==> src/l2sw_pkg.sv <==
// ----------------------------------------------------------------------------
// l2sw_pkg
// Shared constants, codes and types of the learning switch table.
// ----------------------------------------------------------------------------
package l2sw_pkg;

    localparam int TABLE_DEPTH = 64;
    localparam int PORT_COUNT  = 16;
    localparam int IDX_W       = $clog2(TABLE_DEPTH);
    localparam int MAC_W       = 48;
    localparam int PORT_W      = 4;

    // stream word widths
    localparam int S_TDATA_W   = 152;
    localparam int S_TUSER_W   = 2;
    localparam int M_TDATA_W   = 16;

    // all-ones destination
    localparam logic [MAC_W-1:0] MAC_BCAST = {MAC_W{1'b1}};

    typedef enum logic [1:0] {
        CMD_FRAME  = 2'd0,
        CMD_DELETE = 2'd1,
        CMD_CLEAR  = 2'd2,
        CMD_RSVD   = 2'd3
    } cmd_t;

    typedef enum logic [1:0] {
        ACT_FLOOD   = 2'd0,
        ACT_FORWARD = 2'd1,
        ACT_NONE    = 2'd2
    } action_t;

    // write, invalidate and clear requests into the table
    typedef struct packed {
        logic              wr_en;
        logic [IDX_W-1:0]  wr_idx;
        logic [MAC_W-1:0]  wr_mac;
        logic [PORT_W-1:0] wr_port;
        logic              inv_en;
        logic [IDX_W-1:0]  inv_idx;
        logic              clr;
    } tbl_req_t;

    // one table entry as read back
    typedef struct packed {
        logic              valid;
        logic [MAC_W-1:0]  mac;
        logic [PORT_W-1:0] port;
    } tbl_entry_t;

endpackage

==> src/l2sw_table.sv <==
// ----------------------------------------------------------------------------
// l2sw_table
// Station table: MAC and port memory with registered read, valid flags in
// flip-flops that reset and the clear command wipe at once.
// ----------------------------------------------------------------------------
module l2sw_table (
    input  logic                          clk,
    input  logic                          rst_n,
    input  logic                          rd_en,
    input  logic [l2sw_pkg::IDX_W-1:0]    rd_addr,
    input  l2sw_pkg::tbl_req_t            req,
    output l2sw_pkg::tbl_entry_t          rd_entry
);
    import l2sw_pkg::*;

    logic [MAC_W+PORT_W-1:0] mem [TABLE_DEPTH];
    logic [TABLE_DEPTH-1:0]  valid_reg;
    logic [MAC_W+PORT_W-1:0] rd_data_reg;
    logic                    rd_valid_reg;

    // mac and port storage, one write port, one registered read port
    always_ff @(posedge clk)
    begin
        if (req.wr_en)
        begin
            mem[req.wr_idx] <= {req.wr_mac, req.wr_port};
        end
        if (rd_en)
        begin
            rd_data_reg  <= mem[rd_addr];
            rd_valid_reg <= valid_reg[rd_addr];
        end
    end

    // entry valid flags
    always_ff @(posedge clk or negedge rst_n)
    begin
        if (!rst_n)
        begin
            valid_reg <= '0;
        end
        else if (req.clr)
        begin
            valid_reg <= '0;
        end
        else
        begin
            if (req.wr_en)
            begin
                valid_reg[req.wr_idx] <= 1'b1;
            end
            if (req.inv_en)
            begin
                valid_reg[req.inv_idx] <= 1'b0;
            end
        end
    end

    assign rd_entry.valid = rd_valid_reg;
    assign rd_entry.mac   = rd_data_reg[MAC_W+PORT_W-1:PORT_W];
    assign rd_entry.port  = rd_data_reg[PORT_W-1:0];

endmodule

==> src/l2_mac_learning_switch_unit.sv <==
// ----------------------------------------------------------------------------
// l2_mac_learning_switch_unit
// A frame or delete word scans every table entry once, one entry
// per cycle through the table memory read port, then its result word is
// registered once the output is free. No new word is taken before that result;
// clear and unknown commands skip the scan and go straight to the result.
// Reset: asynchronous, active low; all entries become invalid at once.
// ----------------------------------------------------------------------------
module l2_mac_learning_switch_unit (
    input  logic                              clk,
    input  logic                              rst_n,
    input  logic                              s_tvalid,
    output logic                              s_tready,
    // src_mac[47:0], dst_mac[95:48], in_port[99:96], target_mac[147:100], zero
    input  logic [l2sw_pkg::S_TDATA_W-1:0]    s_tdata,
    // cmd[1:0]
    input  logic [l2sw_pkg::S_TUSER_W-1:0]    s_tuser,
    output logic                              m_tvalid,
    input  logic                              m_tready,
    // action[1:0], out_port[5:2], learned[6], learn_dropped[7],
    // delete_hit[8], zero
    output logic [l2sw_pkg::M_TDATA_W-1:0]    m_tdata
);
    import l2sw_pkg::*;

    typedef enum logic [2:0] {
        ST_IDLE   = 3'b001,
        ST_SCAN   = 3'b010,
        ST_FINISH = 3'b100
    } state_t;

    localparam logic [IDX_W-1:0] LAST_IDX = IDX_W'(TABLE_DEPTH - 1);

    state_t             state_reg, state_next;
    logic [1:0]         cmd_reg;
    logic [MAC_W-1:0]   key_reg;
    logic [MAC_W-1:0]   src_reg;
    logic [MAC_W-1:0]   dst_reg;
    logic [PORT_W-1:0]  port_reg;

    logic               issue_reg;
    logic [IDX_W-1:0]   rd_addr_reg;
    logic               cmp_vld_reg;
    logic [IDX_W-1:0]   cmp_idx_reg;

    logic               key_hit_reg;
    logic [IDX_W-1:0]   key_idx_reg;
    logic               free_vld_reg;
    logic [IDX_W-1:0]   free_idx_reg;
    logic               dst_hit_reg;
    logic [PORT_W-1:0]  dst_port_reg;

    logic               m_tvalid_reg;
    logic [M_TDATA_W-1:0] m_tdata_reg;

    logic               s_fire;
    logic               finish_fire;
    logic               rd_en;
    tbl_req_t           tbl_req;
    tbl_entry_t         rd_entry;

    logic               key_match;
    logic               dst_match;
    logic               do_learn;
    logic               fwd_vld;
    logic [PORT_W-1:0]  fwd_port;
    logic [1:0]         res_action;
    logic [PORT_W-1:0]  res_port;
    logic               res_learned;
    logic               res_dropped;
    logic               res_dhit;

    assign s_tready    = (state_reg == ST_IDLE);
    assign s_fire      = s_tvalid && s_tready;
    assign finish_fire = (state_reg == ST_FINISH) && (!m_tvalid_reg || m_tready);
    assign rd_en       = (state_reg == ST_SCAN) && issue_reg;

    l2sw_table u_table (
        .clk      (clk),
        .rst_n    (rst_n),
        .rd_en    (rd_en),
        .rd_addr  (rd_addr_reg),
        .req      (tbl_req),
        .rd_entry (rd_entry)
    );

    // control state
    always_comb
    begin
        state_next = state_reg;
        case (state_reg)
            ST_IDLE:
            begin
                if (s_fire)
                begin
                    if (s_tuser == CMD_FRAME || s_tuser == CMD_DELETE)
                    begin
                        state_next = ST_SCAN;
                    end
                    else
                    begin
                        state_next = ST_FINISH;
                    end
                end
            end
            ST_SCAN:
            begin
                if (cmp_vld_reg && cmp_idx_reg == LAST_IDX)
                begin
                    state_next = ST_FINISH;
                end
            end
            ST_FINISH:
            begin
                if (finish_fire)
                begin
                    state_next = ST_IDLE;
                end
            end
            default:
            begin
                state_next = ST_IDLE;
            end
        endcase
    end

    always_ff @(posedge clk or negedge rst_n)
    begin
        if (!rst_n)
        begin
            state_reg    <= ST_IDLE;
            issue_reg    <= 1'b0;
            cmp_vld_reg  <= 1'b0;
            m_tvalid_reg <= 1'b0;
        end
        else
        begin
            state_reg   <= state_next;
            cmp_vld_reg <= rd_en;
            if (s_fire)
            begin
                issue_reg <= 1'b1;
            end
            else if (rd_en && rd_addr_reg == LAST_IDX)
            begin
                issue_reg <= 1'b0;
            end
            if (finish_fire)
            begin
                m_tvalid_reg <= 1'b1;
            end
            else if (m_tready)
            begin
                m_tvalid_reg <= 1'b0;
            end
        end
    end

    // command capture and scan address
    always_ff @(posedge clk)
    begin
        if (s_fire)
        begin
            cmd_reg     <= s_tuser;
            src_reg     <= s_tdata[47:0];
            dst_reg     <= s_tdata[95:48];
            port_reg    <= s_tdata[99:96];
            key_reg     <= (s_tuser == CMD_DELETE) ? s_tdata[147:100] : s_tdata[47:0];
            rd_addr_reg <= '0;
        end
        else if (rd_en)
        begin
            rd_addr_reg <= rd_addr_reg + 1'b1;
        end
        cmp_idx_reg <= rd_addr_reg;
    end

    // compare stage on the entry read back
    assign key_match = rd_entry.valid && (rd_entry.mac == key_reg);
    assign dst_match = rd_entry.valid && (rd_entry.mac == dst_reg);

    always_ff @(posedge clk)
    begin
        if (s_fire)
        begin
            key_hit_reg  <= 1'b0;
            free_vld_reg <= 1'b0;
            dst_hit_reg  <= 1'b0;
        end
        else if (cmp_vld_reg)
        begin
            if (key_match && !key_hit_reg)
            begin
                key_hit_reg <= 1'b1;
                key_idx_reg <= cmp_idx_reg;
            end
            if (!rd_entry.valid && !free_vld_reg)
            begin
                free_vld_reg <= 1'b1;
                free_idx_reg <= cmp_idx_reg;
            end
            if (dst_match && !dst_hit_reg)
            begin
                dst_hit_reg  <= 1'b1;
                dst_port_reg <= rd_entry.port;
            end
        end
    end

    // result and table update
    always_comb
    begin
        do_learn    = 1'b0;
        fwd_vld     = 1'b0;
        fwd_port    = '0;
        res_action  = ACT_NONE;
        res_port    = '0;
        res_learned = 1'b0;
        res_dropped = 1'b0;
        res_dhit    = 1'b0;
        case (cmd_reg)
            CMD_FRAME:
            begin
                do_learn    = !key_hit_reg && free_vld_reg;
                res_learned = do_learn;
                res_dropped = !key_hit_reg && !free_vld_reg;
                // a freshly learned source also answers its own destination
                if (dst_hit_reg)
                begin
                    fwd_vld  = 1'b1;
                    fwd_port = dst_port_reg;
                end
                else if (do_learn && dst_reg == src_reg)
                begin
                    fwd_vld  = 1'b1;
                    fwd_port = port_reg;
                end
                if (dst_reg == MAC_BCAST || !fwd_vld)
                begin
                    res_action = ACT_FLOOD;
                end
                else if (32'(fwd_port) < PORT_COUNT)
                begin
                    res_action = ACT_FORWARD;
                    res_port   = fwd_port;
                end
                else
                begin
                    res_action = ACT_NONE;
                end
            end
            CMD_DELETE:
            begin
                res_dhit = key_hit_reg;
            end
            default:
            begin
                res_action = ACT_NONE;
            end
        endcase
    end

    always_comb
    begin
        tbl_req.wr_en   = finish_fire && do_learn;
        tbl_req.wr_idx  = free_idx_reg;
        tbl_req.wr_mac  = src_reg;
        tbl_req.wr_port = port_reg;
        tbl_req.inv_en  = finish_fire && (cmd_reg == CMD_DELETE) && key_hit_reg;
        tbl_req.inv_idx = key_idx_reg;
        tbl_req.clr     = finish_fire && (cmd_reg == CMD_CLEAR);
    end

    // output word register
    always_ff @(posedge clk)
    begin
        if (finish_fire)
        begin
            m_tdata_reg <= {7'd0, res_dhit, res_dropped, res_learned, res_port, res_action};
        end
    end

    assign m_tvalid = m_tvalid_reg;
    assign m_tdata  = m_tdata_reg;

`ifndef NO_ASSERTIONS
    // one word at a time: no accept right after an accept
    a_one_at_a_time: assert property (@(posedge clk) disable iff (!rst_n)
        s_fire |=> !s_tready)
        else $error("input accepted while a word is in progress");

    // the table is not modified while it is being scanned
    a_no_update_in_scan: assert property (@(posedge clk) disable iff (!rst_n)
        (state_reg == ST_SCAN) |-> (!tbl_req.wr_en && !tbl_req.inv_en && !tbl_req.clr))
        else $error("table update during scan");

    // learn and drop never flagged together
    a_learn_excl: assert property (@(posedge clk) disable iff (!rst_n)
        m_tvalid |-> !(m_tdata[6] && m_tdata[7]))
        else $error("learned and learn_dropped both set");

    // egress port only on forward, delete hit only with no forwarding
    a_port_on_fwd: assert property (@(posedge clk) disable iff (!rst_n)
        (m_tvalid && m_tdata[1:0] != ACT_FORWARD) |-> (m_tdata[5:2] == '0))
        else $error("out_port set without forward");

    a_dhit_none: assert property (@(posedge clk) disable iff (!rst_n)
        (m_tvalid && m_tdata[8]) |-> (m_tdata[1:0] == ACT_NONE))
        else $error("delete hit with forwarding action");
`endif

endmodule

==> config.mk <==
export PLATFORM = sky130hd
export DESIGN_NAME = l2_mac_learning_switch_unit
export DESIGN_NICKNAME = d
export VERILOG_FILES = /design/src/l2sw_pkg.sv /design/src/l2sw_table.sv /design/src/l2_mac_learning_switch_unit.sv
export SDC_FILE = /design/constraint.sdc
export NUM_CORES = 2
export LEC_CHECK = 0
export BUFFER_PORTS_ARGS = -buffer_cell sky130_fd_sc_hd__buf_4
export CAP_MARGIN = 20
export CORE_AREA = 2 2 791 399
export DETAILED_ROUTE_END_ITERATION = 10
export DIE_AREA = 0 0 793 401
export PLACE_DENSITY_LB_ADDON = 0.25
export SKIP_LAST_GASP = 1
export SLEW_MARGIN = 20
export SYNTH_ARGS = -nofsm -noshare
export SYNTH_HDL_FRONTEND = slang
export SYNTH_SLANG_ARGS = --single-unit
export TNS_END_PERCENT = 20
==> constraint.sdc <==
create_clock -name clk -period 6.9 [get_ports clk]
set_input_delay 0.345 -clock clk [delete_from_list [all_inputs] [get_ports clk]]
set_output_delay 0.345 -clock clk [all_outputs]
set_load 0.01 [all_outputs]
==> summary.txt <==
CTS
  – Post-cts resize count: 0
  – Clock Sinks: approximately 3.6k
  – CTS clk-pin slew, worst paths: roughly 70 ps
  – CTS H-tree lvls: 5
  – Worst-Skew Late Latency: between 900 and 1000 ps
  – Post-CTS Setup Inserts: 0
  – Total CTS buffers: ~320
  – Max Root-Sink Buffers: 4
  – CTS root buf: clkbuf_16
  – CTS tree: yes

Worst setup path
  – WP buf/inv: 1
  – Slowest cell delay on critical path: 900 ps
  – Crit path max-delay family: simple AND/OR/NAND/NOR gates
  – Worst-path maximum fanout: around 40
  – CP Launch Type: flip-flop
  – Arr. time, crit path: between 5000 and 6000 ps
  – Crit-path slowest cell: buf_4
  – Crit. End Element: flip-flop
  – Sequence of cells on the critical path: nor4b_1, and4bb_2, nand3_1, nor2_4, buf_4
  – Crit path kind: reg2reg
  – Required @ worst endpoint: about 7400 ps

Timing
  – Setup tns final: 0 ps
  – Final setup fails: 0
  – Setup ws final: 2300 ps
  – Fin. Hold Viols: 0
  – Worst Tran Pin Value: approximately 1200 ps
  – Clock skew: between 70 and 80 ps
  – Final period utilization: 66.7%
  – Unrepaired setup endpoints after global routing: false
  – Period minus WS final: 4600 ps
  – Rel. slew slack: 19.9%
  – Max Clock Freq: approximately 0.22 GHz
  – Pins Over Slew Limit: 0

Routing
  – DR vias/cell: 6.45
  – Drt drc: 0
  – Total wire length: 419,000 um
  – DR WL met2: 171,000 um
  – First-pass detailed-route iteration total: 5
  – Met1 WL: between 150,000 and 200,000 um
  – Routed Antenna Nets: 0
  – Vias post-DR: between 70k and 80k
  – Initial drt markers: 12.9k
  – WL/cell: roughly 37 um
  – DR top layer: met5
  – Routed length on met3: ~62,000 um

Floorplanning
  – DIE AREA: ~320,000 sq um
  – Starting density of the core: between 40% and 50%
  – Die Height: 401 um
  – Core ar.: between 300,000 and 400,000 sq um
  – Die X: around 800 um
  – # rows: between 100 and 150
  – Ports: between 150 and 200

Power and ir drop
  – Sw Share: approximately a quarter
  – Cell Int Power: ~38 mW
  – Clock Power Share: a little over a third
  – Worst vdd ir: about 210 uV
  – P_sw: ~12 mW
  – Share of power burned in registers: a little over half
  – Logic pwr share: 11.3%
  – Lkg Pwr: 48.2 nW
  – Pwr dens: ~310 nW/um^2

Finish
  – Layout fillers: ~24k
  – Max reg flops: 3,328
  – Final Non-Filler Cells: between 10k and 15k
  – Util after Layout: 51.1%
  – Final Cell Area: ~160,000 sq um
  – Layout cell share with drive strength beyond 1: between 20% and 30%
  – Nets: between 6k and 7k
  – Multi-input gate area in the final layout: around 29,000 sq um
  – Area grow syn2layout: 14.0%
  – Register area: ~110,000 sq um

Global routing
  – Initial antenna violation count: 30
  – Number of global-route vias before repair: 69.9k
  – GRT Total Usage: about a quarter
  – Largest net degree at the start of global routing: 106
  – First-pass GRT wire length: 570,000 um
  – Gr ovfl total: 0

Synth
  – Synth unique cells: 65
  – Top FF cell, synth: edfxtp_1
  – Synth top cells by count: edfxtp_1 (3,556), mux4_2 (793), mux2i_1 (190), clkbuf_1 (139), nor2_1 (118)
  – Mapped Cells: 6,245
  – Area contributors post-synth: edfxtp_1 (77%), mux4_2 (13%), mux2i_1 (1.4%), dfrtp_1 (1.2%), mux2_2 (0.65%)
  – Sequential area share after synthesis: about four fifths
  – Synth warnings: 0
  – Most common cell in the netlist: edfxtp_1
  – Yosys top cell by area: edfxtp_1
  – Async set-reset flop share out of synthesis: 1.92%
  – EDFF count, synth: ~3.6k
  – Mapped Area: approximately 140,000 sq um
  – Share of the synthesized area in the top cell type: approximately 77%
  – Post-synthesis register bit count: ~3.6k
  – Avg Inst Size Synth: roughly 22 sq um

Place
  – Placed cells: 10.5k
  – GPL Wtd Cong: 0.899
  – Pre-CTS setup slack: 2510 ps
  – DP Area: 147,000 sq um
  – Port Buffers: ~160
  – DP HPWL: ~250,000 um

Status
  – Result of the run: finished clean

Job
  – Max Cap Viol: 0

Hold path
  – Hold crit path type: in2reg
## layer usage
metal / track usage [%] / vias up
li1: - / 27800
met1: 40.7 / 38900
met2: 34.6 / 5261
met3: 8.19 / 646
met4: 7.13 / 8
met5: 0 / -
## logic make-up (layout without fill, tap and decap cells)
family,count (synthesis),after routing,share of synthesized area (%)
AND/OR/NAND/NOR,428,428,1.59
adder cells (fa/ha/maj),1,1,0.00897
multiplexers,1064,1064,14.8
AO/OA/AOI/OAI,611,611,3.34
buffers and inverters,363,1171,1.31
flip-flops,3641,3641,78.1
XOR/XNOR,136,136,0.854
other,1,10,0.00269
## through the flow
| stage | power (mW) | hold WS (ps) |
|---|---|---|
| floorplan | 29.9 | 49.4 |
| global placement | 32.0 | 453 |
| detailed placement | 32.1 | 462 |
| CTS | 50.0 | 82.9 |
| global route | 51.2 | 120 |
| finish | 49.8 | 146 |
## final cells by class
type                            count  share of cell area [%]
Antenna cell                        3                 0.00473
Clock buffer                      401                    5.44
Clock inverter                    173                    1.05
Inverter                           18                  0.0488
Multi-Input combinational cell   2247                    18.5
Sequential cell                  3641                    68.5
Tap cell                         4189                    3.30
Timing Repair Buffer              579                    3.17
## placed cells by master (no fill, tap or decap), types with 38 or more instances in the layout
cell,netlist,layout
o21ai_0,72,72
clkbuf_16,0,332
o22ai_1,66,66
mux4_2,793,793
nand2_1,42,42
nor2_4,0,66
clkinv_2,0,55
clkbuf_1,139,62
dfrtp_1,69,69
a221oi_1,65,65
a22o_1,45,45
edfxtp_1,3556,3556
mux2_2,81,81
o221a_2,61,61
a22oi_1,104,104
mux2i_1,190,190
clkinv_1,0,58
xnor2_1,98,98
a211oi_1,40,40
dlygate4sd3_1,0,153
nand3_1,88,88
buf_4,41,401
nand4_1,41,41
nor2_1,118,50
a21oi_1,59,59
xor2_1,38,38
## path summary, 6_finish.rpt
| path | start | end | slack [ps] | cells past startpoint |
|---|---|---|---|---|
| min reg2reg | cmp_idx_reg[0] | free_idx_reg[0] | 480 | 0 |
| max | key_hit_reg | u_table.mem[59][43] | 2300 | 5 |
| min | s_tdata[81] | dst_reg[33] | 150 | 2 |
| max reg2reg | key_hit_reg | u_table.mem[59][43] | 2300 | 5 |
| min in group asynchronous | rst_n | issue_reg | 300 | 2 |
| max in group asynchronous | rst_n | u_table.valid_reg[49] | 5890 | 2 |
## what timing repair did
| item | in CTS | in global routing |
|---|---|---|
| hold buffers | 153 | 0 |
| endpoints found under the hold margin | 223 | 0 |
| setup endpoints to repair | 0 | 0 |
## power by group through the flow
stage	clock network, mW	registers [mW]	logic (mW)
after global placement	0	26.6	5.40
after detailed placement	0	26.6	5.54
after CTS	18.3	26.1	5.62
after floorplan	0	26.8	3.15
final	18.1	26.1	5.61
after global routing	19.2	26.1	5.94
No activity file was read; power rests on OpenSTA's default activity.
